File: src/hdl/sbl_pkg.sv
`default_nettype none

package sbl_pkg;

   localparam int ValueWidth  = 8;
   localparam int StatusWidth = 2;
   localparam int CountWidth  = 5;

   localparam logic OP_INSERT = 1'b0;
   localparam logic OP_DELETE = 1'b1;

   localparam logic [StatusWidth-1:0] ST_DONE      = 2'd0;
   localparam logic [StatusWidth-1:0] ST_FULL      = 2'd1;
   localparam logic [StatusWidth-1:0] ST_NOT_FOUND = 2'd2;

   // Outcome of the shared comparator: stored value against the item's value.
   typedef struct packed {
      logic gt;
      logic eq;
   } cmp_type;

endpackage

`default_nettype wire

File: src/hdl/sorted_byte_list.sv
// Ordered store of up to CAPACITY unsigned bytes, duplicates allowed. An insert
// lands after every equal value already held; a delete removes the first equal
// value. Each item gives one result with status, removed value, empty flag and
// count. The values sit in a single-port-write RAM with registered read, and
// one comparator walks it a slot at a time, reading and then evaluating each
// slot, so the block takes one item at a time. An insert walks over the stored
// values larger than the new one, a rejected insert into a full store does no
// walk, and a delete scans every stored value. A result waiting on rsp_stall
// holds the block in its final state.
`default_nettype none

module sorted_byte_list #(
   parameter int CAPACITY = 16
) (
   input  wire logic                               clock,
   input  wire logic                               reset,
   input  wire logic                               req_valid,
   output      logic                               req_stall,
   input  wire logic                               req_operation,
   input  wire logic [sbl_pkg::ValueWidth-1:0]     req_value,
   output      logic                               rsp_valid,
   input  wire logic                               rsp_stall,
   output      logic [sbl_pkg::StatusWidth-1:0]    rsp_status,
   output      logic [sbl_pkg::ValueWidth-1:0]     rsp_removed_value,
   output      logic                               rsp_is_empty,
   output      logic [sbl_pkg::CountWidth-1:0]     rsp_count
);

   localparam int AW = $clog2(CAPACITY);
   localparam int IW = $clog2(CAPACITY + 1);
   localparam int VW = sbl_pkg::ValueWidth;

   typedef enum logic [2:0] {
      S_IDLE,
      S_INS_RD,
      S_INS_EV,
      S_DEL_RD,
      S_DEL_EV,
      S_DONE
   } state_type;

   state_type                      state_ff, state_in;
   logic [IW-1:0]                  count_ff, count_in;
   logic [IW-1:0]                  idx_ff, idx_in;
   logic                           found_ff, found_in;
   logic [VW-1:0]                  value_ff, value_in;
   logic [sbl_pkg::StatusWidth-1:0] status_ff, status_in;
   logic [VW-1:0]                  removed_ff, removed_in;

   logic                           rsp_valid_ff, rsp_valid_in;
   logic [sbl_pkg::StatusWidth-1:0] rsp_status_ff, rsp_status_in;
   logic [VW-1:0]                  rsp_removed_ff, rsp_removed_in;
   logic                           rsp_empty_ff, rsp_empty_in;
   logic [sbl_pkg::CountWidth-1:0] rsp_count_ff, rsp_count_in;

   logic                           wr_en;
   logic [AW-1:0]                  wr_addr;
   logic [VW-1:0]                  wr_data;
   logic [AW-1:0]                  rd_addr;
   logic [VW-1:0]                  rd_data;
   sbl_pkg::cmp_type               cmp;

   logic [IW-1:0]                  idx_m1;
   logic [31:0]                    count_ext;

   sbl_ram #(
      .WIDTH(VW),
      .DEPTH(CAPACITY)
   ) u_ram (
      .clock  (clock),
      .wr_en  (wr_en),
      .wr_addr(wr_addr),
      .wr_data(wr_data),
      .rd_addr(rd_addr),
      .rd_data(rd_data)
   );

   sbl_cmp u_cmp (
      .stored(rd_data),
      .value (value_ff),
      .result(cmp)
   );

   assign idx_m1    = idx_ff - IW'(1);
   assign count_ext = 32'(count_ff);

   always_comb begin
      state_in       = state_ff;
      count_in       = count_ff;
      idx_in         = idx_ff;
      found_in       = found_ff;
      value_in       = value_ff;
      status_in      = status_ff;
      removed_in     = removed_ff;
      rsp_valid_in   = rsp_valid_ff && rsp_stall;
      rsp_status_in  = rsp_status_ff;
      rsp_removed_in = rsp_removed_ff;
      rsp_empty_in   = rsp_empty_ff;
      rsp_count_in   = rsp_count_ff;
      wr_en          = 1'b0;
      wr_addr        = '0;
      wr_data        = '0;
      rd_addr        = '0;

      unique case (state_ff)
         S_IDLE: begin
            if (req_valid) begin
               value_in   = req_value;
               removed_in = '0;
               idx_in     = count_ff;
               found_in   = 1'b0;
               if (req_operation == sbl_pkg::OP_INSERT) begin
                  if (count_ff == IW'(CAPACITY)) begin
                     status_in = sbl_pkg::ST_FULL;
                     state_in  = S_DONE;
                  end else begin
                     state_in = S_INS_RD;
                  end
               end else begin
                  idx_in   = '0;
                  state_in = S_DEL_RD;
               end
            end
         end
         // Insert walks down from the top, moving each larger value up a slot.
         S_INS_RD: begin
            if (idx_ff == '0) begin
               wr_en     = 1'b1;
               wr_addr   = '0;
               wr_data   = value_ff;
               count_in  = count_ff + IW'(1);
               status_in = sbl_pkg::ST_DONE;
               state_in  = S_DONE;
            end else begin
               rd_addr  = idx_m1[AW-1:0];
               state_in = S_INS_EV;
            end
         end
         S_INS_EV: begin
            wr_en   = 1'b1;
            wr_addr = idx_ff[AW-1:0];
            if (cmp.gt) begin
               wr_data  = rd_data;
               idx_in   = idx_m1;
               state_in = S_INS_RD;
            end else begin
               wr_data   = value_ff;
               count_in  = count_ff + IW'(1);
               status_in = sbl_pkg::ST_DONE;
               state_in  = S_DONE;
            end
         end
         // Delete scans every stored value; once the match is seen, each later
         // value moves down one slot.
         S_DEL_RD: begin
            if (idx_ff == count_ff) begin
               if (found_ff) begin
                  count_in   = count_ff - IW'(1);
                  status_in  = sbl_pkg::ST_DONE;
                  removed_in = value_ff;
               end else begin
                  status_in = sbl_pkg::ST_NOT_FOUND;
               end
               state_in = S_DONE;
            end else begin
               rd_addr  = idx_ff[AW-1:0];
               state_in = S_DEL_EV;
            end
         end
         S_DEL_EV: begin
            if (found_ff) begin
               wr_en   = 1'b1;
               wr_addr = idx_m1[AW-1:0];
               wr_data = rd_data;
            end else if (cmp.eq) begin
               found_in = 1'b1;
            end
            idx_in   = idx_ff + IW'(1);
            state_in = S_DEL_RD;
         end
         S_DONE: begin
            if (!rsp_valid_ff || !rsp_stall) begin
               rsp_valid_in   = 1'b1;
               rsp_status_in  = status_ff;
               rsp_removed_in = removed_ff;
               rsp_empty_in   = (count_ff == '0);
               rsp_count_in   = count_ext[sbl_pkg::CountWidth-1:0];
               state_in       = S_IDLE;
            end
         end
         default: begin
            state_in = S_IDLE;
         end
      endcase
   end

   always_ff @(posedge clock) begin
      if (reset) begin
         state_ff     <= S_IDLE;
         count_ff     <= '0;
         rsp_valid_ff <= 1'b0;
      end else begin
         state_ff     <= state_in;
         count_ff     <= count_in;
         rsp_valid_ff <= rsp_valid_in;
      end
      idx_ff         <= idx_in;
      found_ff       <= found_in;
      value_ff       <= value_in;
      status_ff      <= status_in;
      removed_ff     <= removed_in;
      rsp_status_ff  <= rsp_status_in;
      rsp_removed_ff <= rsp_removed_in;
      rsp_empty_ff   <= rsp_empty_in;
      rsp_count_ff   <= rsp_count_in;
   end

   assign req_stall         = (state_ff != S_IDLE);
   assign rsp_valid         = rsp_valid_ff;
   assign rsp_status        = rsp_status_ff;
   assign rsp_removed_value = rsp_removed_ff;
   assign rsp_is_empty      = rsp_empty_ff;
   assign rsp_count         = rsp_count_ff;

   a_count_bound: assert property (@(posedge clock) disable iff (reset)
      count_ff <= IW'(CAPACITY))
      else $error("stored count above capacity");

   a_full_only_when_full: assert property (@(posedge clock) disable iff (reset)
      (state_ff == S_DONE && status_ff == sbl_pkg::ST_FULL) |-> count_ff == IW'(CAPACITY))
      else $error("full status while store has room");

   a_not_found_removed_zero: assert property (@(posedge clock) disable iff (reset)
      (rsp_valid && rsp_status == sbl_pkg::ST_NOT_FOUND) |-> rsp_removed_value == '0)
      else $error("removed value set on a failed delete");

   a_delete_decrements: assert property (@(posedge clock) disable iff (reset)
      (state_ff == S_DEL_RD && idx_ff == count_ff && found_ff)
      |=> count_ff == $past(count_ff) - IW'(1))
      else $error("successful delete did not lower the count");

   a_scan_in_range: assert property (@(posedge clock) disable iff (reset)
      (state_ff == S_DEL_EV || state_ff == S_INS_EV) |-> idx_ff <= count_ff)
      else $error("scan index beyond stored values");

endmodule

`default_nettype wire

File: src/hdl/sbl_ram.sv
`default_nettype none

module sbl_ram #(
   parameter int WIDTH = 8,
   parameter int DEPTH = 16
) (
   input  wire logic                     clock,
   input  wire logic                     wr_en,
   input  wire logic [$clog2(DEPTH)-1:0] wr_addr,
   input  wire logic [WIDTH-1:0]         wr_data,
   input  wire logic [$clog2(DEPTH)-1:0] rd_addr,
   output      logic [WIDTH-1:0]         rd_data
);

   logic [WIDTH-1:0] mem [DEPTH];

   always_ff @(posedge clock) begin
      if (wr_en) begin
         mem[wr_addr] <= wr_data;
      end
      rd_data <= mem[rd_addr];
   end

endmodule

`default_nettype wire

File: src/hdl/sbl_cmp.sv
`default_nettype none

module sbl_cmp (
   input  wire logic [sbl_pkg::ValueWidth-1:0] stored,
   input  wire logic [sbl_pkg::ValueWidth-1:0] value,
   output      sbl_pkg::cmp_type               result
);

   // Both operands are unsigned bytes.
   assign result.gt = (stored > value);
   assign result.eq = (stored == value);

endmodule

`default_nettype wire
File: config.mk
export PLATFORM = sky130hd
export DESIGN_NAME = sorted_byte_list
export DESIGN_NICKNAME = d
export VERILOG_FILES = /design/src/hdl/sbl_pkg.sv /design/src/hdl/sorted_byte_list.sv /design/src/hdl/sbl_ram.sv /design/src/hdl/sbl_cmp.sv
export SDC_FILE = /design/constraint.sdc
export NUM_CORES = 1
export LEC_CHECK = 0
export BUFFER_PORTS_ARGS = -buffer_cell sky130_fd_sc_hd__buf_4
export CORE_MARGIN = 2
export CORE_UTILIZATION = 65
export CTS_CLUSTER_SIZE = 20
export DETAILED_ROUTE_END_ITERATION = 8
export GPL_TIMING_DRIVEN = 0
export PLACE_DENSITY = 0.85
export SLEW_MARGIN = 10
export SYNTH_ARGS = -nofsm -noshare
export SYNTH_HDL_FRONTEND = slang
export SYNTH_HIERARCHICAL = 1
export SYNTH_SLANG_ARGS = --single-unit
File: constraint.sdc
create_clock -name clock -period 5.25 [get_ports clock]
set_input_delay 1.575 -clock clock [delete_from_list [all_inputs] [get_ports clock]]
set_output_delay 1.575 -clock clock [all_outputs]
set_load 0.03 [all_outputs]
==> run summary <==
Final Worst Setup Slack = 1.875 ns
Slew @ Worst Pin = 1.189 ns
sequential fraction of the synthesis area = 0.6799
FFs w/ async S/R, synth = 0
Clk pin slew, worst setup/hold paths = 0.07 ns
Setup Buffers After CTS = 0
share of layout cells above drive strength 1 = 0.2073
Post-synth EDFFs = 168
final setup violation count = 0
met1 wire length = 6.449 mm
Total Wirelength = 16.53 mm
top cell type's share of synthesized area = 0.6370
I/O pin cnt = 31
status = finished clean
sequential power share = 0.399
total grt overflow = 0
VDD IR max = 0.0003650 V
Post-Syn Nets = 516
final worst path period share = 0.6429
drt wl/cell = 23.71 µm
Die X-Extent = 114.4 µm
Final Wtd Congestion = 0.8744
first-pass GRT wire length = 25.85 mm
Sink Count = 185
Final nets = 564
Most used DFF post-synth = edfxtp_1
pin count of the biggest net entering global routing = 18
die height = 114.4 µm
FP Rows = 40
Clock Latency Late Sink = 0.43 ns
PortBufs = 29
Crit path arrival time = 3.68 ns
fmax = 296.3 MHz
vias in the first global route = 4716
clock tree buffer depth = 2
Setup crit end kind = flip-flop
Power Dens Cells = 587.1 nW/µm²
switching power share of the total = 0.3462
Leak = 3.175 nW
Layout fillers = 657
Iter 0 DRT Violations = 705
via count = 4600
cell taking the most area after synthesis = edfxtp_1
Avg Inst Size Synth = 16.20 µm²
synthesized cell area = 7920 µm²
CTS resizes = 0
TritonRoute pass-1 iters = 5
metal3 WL = 1.451 mm
Internal = 0.003439 W
CTS tree = yes
setup slack at placement = 1.754 ns
clock share of power = 0.250
Slew Viols, Final = 0
clock skew = 0.01060 ns
diode count = 0
Mapped Cells = 489
Hold Path Class = flip-flop to flip-flop
min Tclk post-route = 3.375 ns
DR vias/cell = 6.600
Max Cap Violations = 0
RSZ-0062 raised after global routing = no
Setup Crit Path Kind = flip-flop to flip-flop
CTS HTree Levels = 4
Initial Utilization = 0.6621
hold_buf cts = 0
CORE AREA = 11960 µm²
Comb power frac = 0.350
area grow syn2layout = 13.11%
metal2 WL = 8.205 mm
root buf cell = clkbuf_16
DP HPWL = 10.64 mm
Critical Path Start Type = flip-flop
Hold Fails Final Rpt = 0
P_sw = 0.001821 W
die area = 13080 µm²
reg-to-reg slack, setup = 1.87 ns
TritonCTS buffer count = 17
Global Route Usage Sum = 0.2755
Worst EP required = 5.55 ns
initial antenna violation count = 0
flops & latches, synth = 185
drt drc = 0
Ys Warns = 6
Setup TNS Final = 0 ns
Max FO, Critical Path = 10
post-synth cell types = 61
Top Metal Used = met4
slew margin rel. = 0.2012
post-route ant nets = 0
largest cells by area after synthesis = edfxtp_1, mux4_2, mux4_1, dfxtp_1, ha_1
## critical path: stages, from the launching register on
cell      delay, ns
edfxtp_1       0.41
buf_2          0.19
inv_1          0.12
ha_1           0.30
nor4b_4        0.38
nand2b_1       0.37
mux2i_1        0.16
buf_6          0.17
buf_6          0.16
mux4_1         0.48
a22oi_1        0.37
nand2_1        0.12
## Yosys cell counts, types with 2 or more instances
master	instances
edfxtp_1	168
nor2_1	40
nand2_1	27
a21oi_1	20
a22oi_1	19
mux4_2	18
dfxtp_1	17
inv_1	15
mux4_1	14
ha_1	13
and3_1	9
buf_2	9
o21ai_0	9
xor2_1	9
a22o_1	8
nor3_1	7
nor2b_1	6
buf_6	5
nand2b_1	5
clkbuf_1	4
a21o_1	3
clkdlybuf4s25_2	3
mux2i_1	3
nand3_1	3
nand3b_1	3
or2b_1	3
xnor2_1	3
a21oi_2	2
a221oi_1	2
a31oi_1	2
a32oi_1	2
and2b_1	2
buf_4	2
nand4_1	2
nor3_2	2
o22a_1	2
o22ai_1	2
o311ai_1	2
or2_2	2
## metrics by stage
step | area [µm²] | utilization | cells | hold slack, ns | power [W]
after floorplan | 7920 | - | 489 | 0.4003 | 0.003386
final | 8959 | 0.7490 | 697 | 0.4209 | 0.005260
after global placement | 8322 | 0.6957 | 665 | 0.4016 | 0.003811
after detailed placement | 8330 | 0.6964 | 665 | 0.4045 | 0.003908
after global routing | 8959 | 0.7490 | 697 | 0.4227 | 0.005469
after CTS | 8949 | 0.7481 | 697 | 0.4222 | 0.005238
## registers in the layout, indices dropped and copies added (netlist names)
signal and count:
count_ff 5, found_ff 1, idx_ff 5, removed_ff 8
rsp_count 5, rsp_is_empty 1, rsp_removed_value 8, rsp_status 2
rsp_valid 1, state_ff 3, status_ff 2, u_ram/mem 128
u_ram/rd_data 8, value_ff 8
## power by group through the flow
stage	Sequential, W	Combinational [W]	Clock (W)
3_5_place_dp	0.00212	0.00178	0
3_3_place_gp	0.00211	0.00170	0
4_1_cts	0.00210	0.00181	0.00133
6_report	0.00210	0.00184	0.00132
5_1_grt	0.00211	0.00198	0.00138
2_1_floorplan	0.00210	0.00128	0
## cell usage in the layout, fill, tap and decap left out, types with 13 or more instances in the layout
| cell type | n |
|---|---|
| edfxtp_1 | 168 |
| nor2_1 | 40 |
| buf_4 | 31 |
| nand2_1 | 27 |
| a21oi_1 | 19 |
| a22oi_1 | 19 |
| mux4_2 | 18 |
| clkbuf_16 | 17 |
| dfxtp_1 | 17 |
| inv_1 | 15 |
| mux4_1 | 14 |
| ha_1 | 13 |
## final cells by class
type	count	area, µm²	share of cell area
flip-flops and latches	185	5385	0.6011
repair buffers	29	217.7	0.02430
inverters	15	56.30	0.006285
plain buffers	24	166.4	0.01858
clock inverters	15	192.7	0.02151
well taps	147	183.9	0.02053
clock buffers	17	425.4	0.04749
multi-input cells	265	2331	0.2602
## cell families after synthesis
family	count (synthesis)	synth area share
muxes	35	0.1014
and+or+nand+nor	121	0.08088
DFF	185	0.6799
AOI/OAI and AO/OA	83	0.07330
buffers and inverters	39	0.02812
adders and majority gates	14	0.02307
xor gates and xnor gates	12	0.01327
## final timing paths
kind | startpoint | to | cells after the start
max | idx_ff[0] | u_ram/rd_data[1] | 11
min reg2reg | removed_ff[1] | rsp_removed_value[1] | 0
min | removed_ff[1] | rsp_removed_value[1] | 0
max reg2reg | idx_ff[0] | u_ram/rd_data[1] | 11
## layer usage
metal | GRT usage | up-vias
li1 | - | 2027
met1 | 0.3612 | 2306
met2 | 0.4402 | 236
met3 | 0.07305 | 31
met4 | 0.1211 | 0
met5 | 0 | -
Power figures use the tool's default switching activity.
